## src/rtl/core/assert_macros.svh

```systemverilog
// Assertion macros shared by the clipmap mesh element generator RTL.
// No dependencies.
`ifndef ASSERT_MACROS_SVH
`define ASSERT_MACROS_SVH

// clocked assertion, disabled in reset
`define CMEG_ASSERT(lbl, prop, msg) \
  lbl: assert property (@(posedge clk) disable iff (!rst_n) (prop)) else $error(msg);

// clocked assertion, also checked during reset
`define CMEG_ASSERT_ALWAYS(lbl, prop, msg) \
  lbl: assert property (@(posedge clk) (prop)) else $error(msg);

`endif

```

## src/rtl/core/cmeg_pkg.sv

```systemverilog
// Package for the clipmap mesh element generator: mesh codes, job and result
// types, and the one-bit-per-stage divider step. No dependencies.
`timescale 1ns / 1ps
`default_nettype none

package cmeg_pkg;

  localparam int NUM_W     = 17;
  localparam int DVS_W     = 10;
  localparam int DIV_STAGES = NUM_W;
  localparam int T_RESET   = 32;

  localparam logic [2:0] MESH_TILE   = 3'd0;
  localparam logic [2:0] MESH_FILLER = 3'd1;
  localparam logic [2:0] MESH_TRIM   = 3'd2;
  localparam logic [2:0] MESH_CROSS  = 3'd3;
  localparam logic [2:0] MESH_SEAM   = 3'd4;

  typedef struct packed {
    logic              ok;
    logic [2:0]        mode;
    logic              tri_sel;
    logic [NUM_W-1:0]  num;
    logic [NUM_W-1:0]  dvd;
    logic [DVS_W-1:0]  dvs;
  } cmeg_job_t;

  typedef struct packed {
    cmeg_job_t         job;
    logic [DVS_W-1:0]  rem;
    logic [NUM_W-1:0]  quo;
  } cmeg_div_t;

  typedef struct packed {
    logic               ok;
    logic signed [11:0] x;
    logic signed [11:0] z;
    logic [15:0]        ca;
    logic [15:0]        cb;
    logic [15:0]        cc;
  } cmeg_res_t;

  function automatic cmeg_div_t cmeg_div_step(cmeg_div_t d);
    cmeg_div_t      o;
    logic [DVS_W:0] tmp;
    o   = d;
    tmp = {d.rem, d.quo[NUM_W-1]};
    if (tmp >= {1'b0, d.job.dvs}) begin
      o.rem = DVS_W'(tmp - {1'b0, d.job.dvs});
      o.quo = {d.quo[NUM_W-2:0], 1'b1};
    end else begin
      o.rem = tmp[DVS_W-1:0];
      o.quo = {d.quo[NUM_W-2:0], 1'b0};
    end
    return o;
  endfunction

endpackage

`default_nettype wire

```

## src/rtl/core/cmeg_front.sv

```systemverilog
// Front end: accepts transactions, checks the element range, sets up the
// division and queues the job. Depends on cmeg_pkg and assert_macros.svh.
`timescale 1ns / 1ps
`default_nettype none
`include "assert_macros.svh"

module cmeg_front (
  input  wire                  clk,
  input  wire                  rst_n,
  input  wire [7:0]            tile_res,
  input  wire                  push,
  output logic                 full,
  input  wire [2:0]            in_mode,
  input  wire                  in_want_triangle,
  input  wire [16:0]           in_element_number,
  output logic                 q_valid,
  input  wire                  q_pop,
  output cmeg_pkg::cmeg_job_t  q_job
);
  import cmeg_pkg::*;

  logic [8:0]  p;
  logic [9:0]  c;
  logic [17:0] lim;
  logic [17:0] nn;
  cmeg_job_t   job;

  cmeg_job_t   mem_r [0:1];
  logic        wp_r, wp_nxt, rp_r, rp_nxt;
  logic [1:0]  cnt_r, cnt_nxt;
  logic        wr, rd;

  always_comb begin
    p   = {1'b0, tile_res} + 9'd1;
    c   = {tile_res, 2'b00} + 10'd2;
    nn  = {1'b0, in_element_number};
    lim = '0;
    job.mode    = in_mode;
    job.tri_sel = in_want_triangle;
    job.num     = in_element_number;
    job.dvd     = in_element_number;
    job.dvs     = 10'd1;
    unique case (in_mode)
      MESH_TILE: begin
        if (!in_want_triangle) begin
          lim     = {9'd0, p} * {9'd0, p};
          job.dvs = {1'b0, p};
        end else begin
          lim     = {1'b0, {8'd0, tile_res} * {8'd0, tile_res}, 1'b0};
          job.dvd = {1'b0, in_element_number[16:1]};
          job.dvs = {2'b00, tile_res};
        end
      end
      MESH_FILLER: begin
        if (!in_want_triangle) begin
          lim     = {6'd0, p, 3'b000};
          job.dvs = {p, 1'b0};
        end else begin
          lim     = {7'd0, tile_res, 3'b000};
          job.dvd = {1'b0, in_element_number[16:1]};
          job.dvs = {2'b00, tile_res};
        end
      end
      MESH_TRIM: lim = in_want_triangle ? {6'd0, c, 2'b00} - 18'd2 : {6'd0, c, 2'b00} + 18'd2;
      MESH_CROSS: lim = in_want_triangle ? {7'd0, tile_res, 3'b000} + 18'd2 : {6'd0, p, 3'b000};
      MESH_SEAM: begin
        if (!in_want_triangle) begin
          lim     = {6'd0, c, 2'b00};
          job.dvs = c;
        end else begin
          lim = {7'd0, c, 1'b0};
        end
      end
      default: lim = '0;
    endcase
    job.ok = nn < lim;
  end

  assign full    = (cnt_r == 2'd2);
  assign q_valid = (cnt_r != 2'd0);
  assign q_job   = mem_r[rp_r];
  assign wr      = push && !full;
  assign rd      = q_pop && q_valid;

  always_comb begin
    wp_nxt  = wr ? ~wp_r : wp_r;
    rp_nxt  = rd ? ~rp_r : rp_r;
    cnt_nxt = 2'(cnt_r + {1'b0, wr} - {1'b0, rd});
  end

  always_ff @(posedge clk) begin
    if (!rst_n) begin
      wp_r  <= 1'b0;
      rp_r  <= 1'b0;
      cnt_r <= 2'd0;
    end else begin
      wp_r  <= wp_nxt;
      rp_r  <= rp_nxt;
      cnt_r <= cnt_nxt;
    end
  end

  always_ff @(posedge clk) begin
    if (wr) begin
      mem_r[wp_r] <= job;
    end
  end

  `CMEG_ASSERT(a_q_cnt_max, cnt_r != 2'd3, "front queue overflow")
  `CMEG_ASSERT(a_q_cnt_step, (wr && !rd) |=> (cnt_r == $past(cnt_r) + 2'd1), "queue count")
  `CMEG_ASSERT(a_q_ptr_gap, (cnt_r == 2'd1) |-> (wp_r != rp_r), "queue pointer mismatch")

endmodule

`default_nettype wire

```

## src/rtl/core/cmeg_back.sv

```systemverilog
// Back end: pipelined restoring divider, element assembly and result queue.
// Depends on cmeg_pkg and assert_macros.svh.
`timescale 1ns / 1ps
`default_nettype none
`include "assert_macros.svh"

module cmeg_back (
  input  wire                  clk,
  input  wire                  rst_n,
  input  wire [7:0]            tile_res,
  input  wire                  q_valid,
  output logic                 q_pop,
  input  cmeg_pkg::cmeg_job_t  q_job,
  output logic                 empty,
  input  wire                  pop,
  output logic                 out_element_valid,
  output logic signed [11:0]   out_coord_x_half,
  output logic signed [11:0]   out_coord_z_half,
  output logic [15:0]          out_corner_first,
  output logic [15:0]          out_corner_second,
  output logic [15:0]          out_corner_third
);
  import cmeg_pkg::*;

  cmeg_div_t  st_r  [0:DIV_STAGES];
  logic       vld_r [0:DIV_STAGES];
  logic       adv;

  cmeg_res_t  omem_r [0:1];
  logic       owp_r, orp_r;
  logic [1:0] ocnt_r, ocnt_nxt;
  logic       owr, ord;
  cmeg_res_t  res, ohead;

  cmeg_div_t        f;
  logic [16:0]      qq;
  logic [9:0]       rr;
  logic             s;
  logic [8:0]       p;
  logic [9:0]       c;
  logic signed [15:0] ts, cs, ss, ix, xv, zv;
  logic [17:0]      n18, b, ia, ib, ic, i2;

  assign adv   = (ocnt_r != 2'd2) || pop;
  assign q_pop = adv && q_valid;

  always_ff @(posedge clk) begin
    if (!rst_n) begin
      for (int k = 0; k <= DIV_STAGES; k++) vld_r[k] <= 1'b0;
    end else if (adv) begin
      vld_r[0] <= q_valid;
      for (int k = 1; k <= DIV_STAGES; k++) vld_r[k] <= vld_r[k-1];
    end
  end

  always_ff @(posedge clk) begin
    if (adv) begin
      st_r[0].job <= q_job;
      st_r[0].rem <= '0;
      st_r[0].quo <= q_job.dvd;
      for (int k = 1; k <= DIV_STAGES; k++) st_r[k] <= cmeg_div_step(st_r[k-1]);
    end
  end

  always_comb begin
    f   = st_r[DIV_STAGES];
    qq  = f.quo;
    rr  = f.rem;
    s   = f.job.num[0];
    p   = {1'b0, tile_res} + 9'd1;
    c   = {tile_res, 2'b00} + 10'd2;
    ts  = {8'd0, tile_res};
    cs  = {6'd0, c};
    ss  = {15'd0, s};
    n18 = {1'b0, f.job.num};
    xv  = '0;
    zv  = '0;
    ia  = '0;
    ib  = '0;
    ic  = '0;
    b   = '0;
    i2  = '0;
    ix  = '0;
    unique case (f.job.mode)
      MESH_TILE: begin
        if (!f.job.tri_sel) begin
          xv = {5'd0, rr, 1'b0};
          zv = 16'({qq[14:0], 1'b0});
        end else begin
          b  = {10'd0, qq[7:0]} * {9'd0, p} + {8'd0, rr};
          ia = b;
          if (!s) begin
            ib = b + {9'd0, p} + 18'd1;
            ic = b + {9'd0, p};
          end else begin
            ib = b + 18'd1;
            ic = b + {9'd0, p} + 18'd1;
          end
        end
      end
      MESH_FILLER: begin
        if (!f.job.tri_sel) begin
          ix = ts + {7'd0, rr[9:1]};
          unique case (qq[1:0])
            2'd0: begin xv = 16'((ix + 16'sd1) * 2); zv = 16'(ss * 2); end
            2'd1: begin xv = 16'((16'sd1 - ss) * 2); zv = 16'((ix + 16'sd1) * 2); end
            2'd2: begin xv = 16'(-(ix * 2)); zv = 16'((16'sd1 - ss) * 2); end
            default: begin xv = 16'(ss * 2); zv = 16'(-(ix * 2)); end
          endcase
        end else begin
          b = 18'({(18'(qq) + {2'd0, f.job.num[16:1]}), 1'b0});
          if (!qq[0]) begin
            if (!s) begin ia = b + 18'd1; ib = b; ic = b + 18'd3; end
            else begin ia = b; ib = b + 18'd2; ic = b + 18'd3; end
          end else begin
            if (!s) begin ia = b + 18'd1; ib = b; ic = b + 18'd2; end
            else begin ia = b + 18'd1; ib = b + 18'd2; ic = b + 18'd3; end
          end
        end
      end
      MESH_TRIM: begin
        if (!f.job.tri_sel) begin
          if (n18 < {7'd0, c + 10'd1, 1'b0}) begin
            ix = 16'(n18[17:1]);
            xv = 16'(ss * 2 - (cs + 16'sd1));
            zv = 16'((cs - ix) * 2 - (cs + 16'sd1));
          end else begin
            ix = 16'((n18 - {7'd0, c + 10'd1, 1'b0}) >> 1);
            xv = 16'((ix + 16'sd1) * 2 - (cs + 16'sd1));
            zv = 16'(ss * 2 - (cs + 16'sd1));
          end
        end else begin
          if (n18 < {7'd0, c, 1'b0}) begin
            b  = '0;
            i2 = {n18[17:1], 1'b0};
          end else begin
            b  = {7'd0, c + 10'd1, 1'b0};
            i2 = 18'({((n18 - {7'd0, c, 1'b0}) >> 1), 1'b0});
          end
          if (!s) begin ia = b + i2 + 18'd1; ib = b + i2; ic = b + i2 + 18'd2; end
          else begin ia = b + i2 + 18'd3; ib = b + i2 + 18'd1; ic = b + i2 + 18'd2; end
        end
      end
      MESH_CROSS: begin
        if (!f.job.tri_sel) begin
          if (n18 < {7'd0, p, 2'b00}) begin
            xv = 16'((16'(n18[17:1]) - ts) * 2);
            zv = 16'(ss * 2);
          end else begin
            xv = 16'(ss * 2);
            zv = 16'((16'((n18 - {7'd0, p, 2'b00}) >> 1) - ts) * 2);
          end
        end else begin
          if (n18 < {8'd0, tile_res, 2'b00} + 18'd2) begin
            b = {n18[17:1], 1'b0};
            if (!s) begin ia = b + 18'd1; ib = b; ic = b + 18'd3; end
            else begin ia = b; ib = b + 18'd2; ic = b + 18'd3; end
          end else begin
            i2 = (n18 - ({8'd0, tile_res, 2'b00} + 18'd2)) >> 1;
            if (i2 >= {10'd0, tile_res}) i2 = i2 + 18'd1;
            b = {7'd0, p, 2'b00} + 18'({i2, 1'b0});
            if (!s) begin ia = b + 18'd1; ib = b + 18'd3; ic = b; end
            else begin ia = b; ib = b + 18'd3; ic = b + 18'd2; end
          end
        end
      end
      MESH_SEAM: begin
        if (!f.job.tri_sel) begin
          ix = {6'd0, rr};
          unique case (qq[1:0])
            2'd0: begin xv = 16'(ix * 2); zv = '0; end
            2'd1: begin xv = 16'(cs * 2); zv = 16'(ix * 2); end
            2'd2: begin xv = 16'((cs - ix) * 2); zv = 16'(cs * 2); end
            default: begin xv = '0; zv = 16'((cs - ix) * 2); end
          endcase
        end else begin
          ia = 18'({n18, 1'b0}) + 18'd1;
          ib = 18'({n18, 1'b0});
          ic = (n18 == {7'd0, c, 1'b0} - 18'd1) ? 18'd0 : 18'({n18, 1'b0}) + 18'd2;
        end
      end
      default: ;
    endcase
    res.ok = f.job.ok;
    res.x  = f.job.ok ? xv[11:0] : '0;
    res.z  = f.job.ok ? zv[11:0] : '0;
    res.ca = f.job.ok ? ia[15:0] : '0;
    res.cb = f.job.ok ? ib[15:0] : '0;
    res.cc = f.job.ok ? ic[15:0] : '0;
  end

  assign owr      = adv && vld_r[DIV_STAGES];
  assign ord      = pop && !empty;
  assign empty    = (ocnt_r == 2'd0);
  assign ocnt_nxt = 2'(ocnt_r + {1'b0, owr} - {1'b0, ord});
  assign ohead    = omem_r[orp_r];

  always_ff @(posedge clk) begin
    if (!rst_n) begin
      owp_r  <= 1'b0;
      orp_r  <= 1'b0;
      ocnt_r <= 2'd0;
    end else begin
      if (owr) owp_r <= ~owp_r;
      if (ord) orp_r <= ~orp_r;
      ocnt_r <= ocnt_nxt;
    end
  end

  always_ff @(posedge clk) begin
    if (owr) omem_r[owp_r] <= res;
  end

  assign out_element_valid = ohead.ok;
  assign out_coord_x_half  = ohead.x;
  assign out_coord_z_half  = ohead.z;
  assign out_corner_first  = ohead.ca;
  assign out_corner_second = ohead.cb;
  assign out_corner_third  = ohead.cc;

  `CMEG_ASSERT(a_out_cnt_max, ocnt_r != 2'd3, "result queue overflow")
  `CMEG_ASSERT(a_stall_hold, !adv |=> $stable(vld_r[DIV_STAGES]), "pipeline moved while stalled")
  `CMEG_ASSERT(a_bad_zero, (owr && !res.ok) |-> (res.ca == 16'd0 && res.x == 12'sd0),
    "invalid result not cleared")

endmodule

`default_nettype wire

```

## src/rtl/core/clipmap_mesh_element_generator.sv

```systemverilog
// Top level of the clipmap mesh element generator: tile resolution register,
// front end and back end. Depends on cmeg_pkg, cmeg_front and cmeg_back.
//
//  channel  | ports                                  | transaction when
//  ---------+----------------------------------------+---------------------
//  input    | push, full, in_mode/want_triangle/...  | push && !full
//  result   | empty, pop, out_element_valid/...      | pop && !empty
//  config   | cfg_we, cfg_wdata                      | cfg_we
//
// One transaction per cycle sustained while the result queue is not stalled;
// a result passes through the front queue, the 17-stage restoring divider
// by T, P, 2P, C or 1 and the result queue.
// Reset is synchronous; tile resolution resets to 32.
// A stalled result queue stalls the whole back pipeline; the 2-entry front
// queue absorbs input until it fills.
`timescale 1ns / 1ps
`default_nettype none

module clipmap_mesh_element_generator (
  input  wire                clk,
  input  wire                rst_n,
  input  wire                cfg_we,
  input  wire [7:0]          cfg_wdata,
  input  wire                push,
  output logic               full,
  input  wire [2:0]          in_mode,
  input  wire                in_want_triangle,
  input  wire [16:0]         in_element_number,
  output logic               empty,
  input  wire                pop,
  output logic               out_element_valid,
  output logic signed [11:0] out_coord_x_half,
  output logic signed [11:0] out_coord_z_half,
  output logic [15:0]        out_corner_first,
  output logic [15:0]        out_corner_second,
  output logic [15:0]        out_corner_third
);
  import cmeg_pkg::*;

  logic [7:0] tres_r, tres_nxt;
  logic       q_valid, q_pop;
  cmeg_job_t  q_job;

  assign tres_nxt = cfg_we ? cfg_wdata : tres_r;

  always_ff @(posedge clk) begin
    if (!rst_n) tres_r <= 8'(T_RESET);
    else        tres_r <= tres_nxt;
  end

  cmeg_front u_front (
    .clk, .rst_n,
    .tile_res(tres_r),
    .push, .full,
    .in_mode, .in_want_triangle, .in_element_number,
    .q_valid, .q_pop, .q_job
  );

  cmeg_back u_back (
    .clk, .rst_n,
    .tile_res(tres_r),
    .q_valid, .q_pop, .q_job,
    .empty, .pop,
    .out_element_valid, .out_coord_x_half, .out_coord_z_half,
    .out_corner_first, .out_corner_second, .out_corner_third
  );

endmodule

`default_nettype wire

```

## config.mk

```make
export PLATFORM = sky130hd
export DESIGN_NAME = clipmap_mesh_element_generator
export DESIGN_NICKNAME = d
export VERILOG_FILES = /design/src/rtl/core/cmeg_pkg.sv /design/src/rtl/core/cmeg_front.sv /design/src/rtl/core/cmeg_back.sv /design/src/rtl/core/clipmap_mesh_element_generator.sv
export VERILOG_INCLUDE_DIRS = /design/src /design/src/rtl/core
export SDC_FILE = /design/constraint.sdc
export NUM_CORES = 2
export LEC_CHECK = 0
export BUFFER_PORTS_ARGS = -buffer_cell sky130_fd_sc_hd__buf_2
export CORE_ASPECT_RATIO = 0.9
export CORE_UTILIZATION = 58
export CTS_CLUSTER_DIAMETER = 120
export DETAILED_ROUTE_END_ITERATION = 12
export PLACE_DENSITY = 0.77
export SKIP_CTS_REPAIR_TIMING = 1
export SLEW_MARGIN = 20
export SYNTH_ARGS = -nofsm -noshare
export SYNTH_HDL_FRONTEND = slang
export SYNTH_HIERARCHICAL = 1
export SYNTH_SLANG_ARGS = --single-unit
```

## constraint.sdc

```tcl
create_clock -name clk -period 33.2 [get_ports clk]
set_clock_uncertainty 0.2 [all_clocks]
set_input_delay 3.32 -clock clk [delete_from_list [all_inputs] [get_ports clk]]
set_output_delay 3.32 -clock clk [all_outputs]
set_load 0.02 [all_outputs]
```

==> impl_metrics.ini <==
[worst_setup_path]
critical_path_required_ps = 33470
critPathCapture = u_back/omem_r[1][15]
cp.depth = 25
rrSetupSlack_ps = 23860
crit_start = tres_r[1]
arrival_ps = 9600
crit_fanout = 12
path_buf_inv = 5
path_delay_family = adder cells
timing.rr.start = tres_r[1]
critPathCaptureType = flop
reg2reg_depth = 25
slowest_stage = dfxtp_1
timing.rr.end = u_back/omem_r[1][15]
critPathKind = flop to flop
cpPeakStageDelay_ps = 770
start_kind = flop

[layout]
fillers = 9123
fin_nets = 6542
drive_above_1_share_pct = 11.77
area_delta_synth_final_pct = 9.349
antenna_cells = 0
final_area_mm2 = 0.07719

[yosys]
yosysMostFrequentCell = edfxtp_1
syn_inst = 5801
synth_common_cells = edfxtp_1, inv_1, ha_1
synth_edf_count = 1252
syn_area_mm2 = 0.07059
avgSynthCellArea_um2 = 12.17
netlist.area_leader.share_pct = 53.26
ys_ff_latch = 1287
ys.flop_type = edfxtp_1
ys_seq_area_share_pct = 54.25
synth_area_leaders = edfxtp_1, ha_1, mux2_2
synthArstFlopShare_pct = 0
synth_top_area_cell = edfxtp_1
yosysUniqueCellTypes = 116
synth_warnings = 6

[timing]
hold_slack_ps = 141.6
fin_setup_tns_ps = 0
drv_slew = 0
fmax_mhz = 107.1
hold_viol = 0
final.min_clock_period_ps = 9337
rsz0062_at_grt = false
slew_headroom_pct = 21.44
fin_crit_sh_pct = 28.12
worstMarginPinSlew_ps = 1149
setup_viol = 0

[detailed_routing]
drcViolationCount = 10
wl_per_cell_um = 22.10
finalWirelength_mm = 168.8
initialDrtViolationCount = 4488
drt-pass1-iter-count = 13
ant_nets = 0
viasPerCell = 5.975
num_vias = 45641

[grt]
grt_first_pass_wirelength_mm = 258.6
grt_pass1_vias = 44891
antenna_found_initial = 3
grt-ovfl-total = 0
grt_util_all_layers_pct = 27.36
grt_max_degree = 199

[outcome]
violations = design-rule violations
outcome = complete, but fails checks

[placed_design]
portBuffers = 108
gp_congestion = 0.9972
dpl.hpwl_mm = 121.7
placed_area_mm2 = 0.07306

[cts]
insertion_delay_ps = 790
htreeDepth = 3
clock_sinks = 1287
cts_buffers = 120
root_buffer = clkbuf_16
cts_tree = built
clk_pin_slew_ps = 60
cts_buffer_depth = 3

[die]
rows = 121
core-area_mm2 = 0.1208
die_w_um = 369.7
dieArea_mm2 = 0.1231
start_util_pct = 58.43
fp.dieH_um = 333.0
pin_count = 109

[min_path]
hp-class = flop to flop

[job]
maxCapViolCount = 0
-- worst min path at each step --
stage	endpoint	cells after the start	slack, ps	startpoint
final	u_back/st_r[5][48]	0	140	u_back/st_r[4][48]
after global routing	u_back/st_r[5][48]	0	140	u_back/st_r[4][48]
after CTS	u_back/st_r[5][48]	0	130	u_back/st_r[4][48]
after detailed placement	u_back/st_r[11][62]	0	200	u_back/st_r[10][62]
after global placement	u_back/st_r[16][60]	0	200	u_back/st_r[15][60]
after floorplan	u_back/st_r[10][1]	0	200	u_back/st_r[9][0]
-- per-layer routing --
| layer | up-vias | GRT usage [%] | part of all wire [%] | wire length (um) |
|---|---|---|---|---|
| li1 | 21350 | - | - | - |
| met1 | 22255 | 36.35 | 41 | 69960 |
| met2 | 1692 | 44.14 | 47 | 79220 |
| met3 | 342 | 5.065 | 7.4 | 12450 |
| met4 | 2 | 11.50 | 4.3 | 7192 |
| met5 | - | 0 | 0.0077 | 13 |
-- layout make-up --
class                      instances  area, um2  share of cell area [%]
multi-input combinational       3778      29510                   38.22
tap                             1599       2001                   2.592
clock buffer                     139       3084                   3.995
inverter                         569       2143                   2.777
sequential                      1287      38300                   49.62
clock inverter                    86       1035                   1.340
timing repair buffer             181       1121                   1.452
-- cells in the final DEF (no fill, tap or decap), types with 69 or more instances in the layout --
| master | instances |
|---|---|
| xnor2_1 | 259 |
| nor2b_1 | 80 |
| fa_1 | 138 |
| clkbuf_16 | 120 |
| nor2_1 | 410 |
| o21ai_0 | 250 |
| edfxtp_1 | 1252 |
| nand3_1 | 70 |
| buf_2 | 108 |
| xor2_1 | 146 |
| nor3_1 | 81 |
| inv_1 | 559 |
| a21oi_1 | 246 |
| a21o_1 | 69 |
| ha_1 | 433 |
| a21boi_0 | 86 |
| nand2_1 | 392 |
| buf_4 | 70 |
| mux2_2 | 253 |
-- sequential cells by signal, indices dropped and copies added (netlist names), named ones only --
name           flops
u_front/cnt_r      2
u_front/wp_r       1
tres_r             8
u_back/vld_r      18
u_back/owp_r       1
u_front/mem_r     98
u_front/rp_r       1
u_back/omem_r    144
u_back/ocnt_r      2
u_back/st_r     1009
u_back/orp_r       1
-- through the flow --
| step | utilization, % | std cells | worst slack [ps] |
|---|---|---|---|
| after CTS | 63.88 | 7638 | 23910 |
| after global routing | 63.90 | 7639 | 23340 |
| after global placement | 60.47 | 7413 | 24180 |
| after detailed placement | 60.47 | 7413 | 23910 |
| after floorplan | - | 5805 | 13820 |
| final | 63.90 | 7639 | 23860 |
-- logic make-up (layout without fill, tap and decap cells) --
family          count (synthesis)  after routing  synth area share [%]
xor+xnor                      413            413                 5.209
simple gates                 1392           1392                 9.684
buf+inv                       740            975                 4.029
other cells                     1              5              0.005312
mux                           321            321                 5.000
flops                        1287           1287                 54.25
compound gates               1076           1076                 10.24
fa+ha+maj                     571            571                 11.59
Power is left out: the tool's default activity adds up to more than one toggle a clock period on the data nets, which glitch-free logic cannot reach.
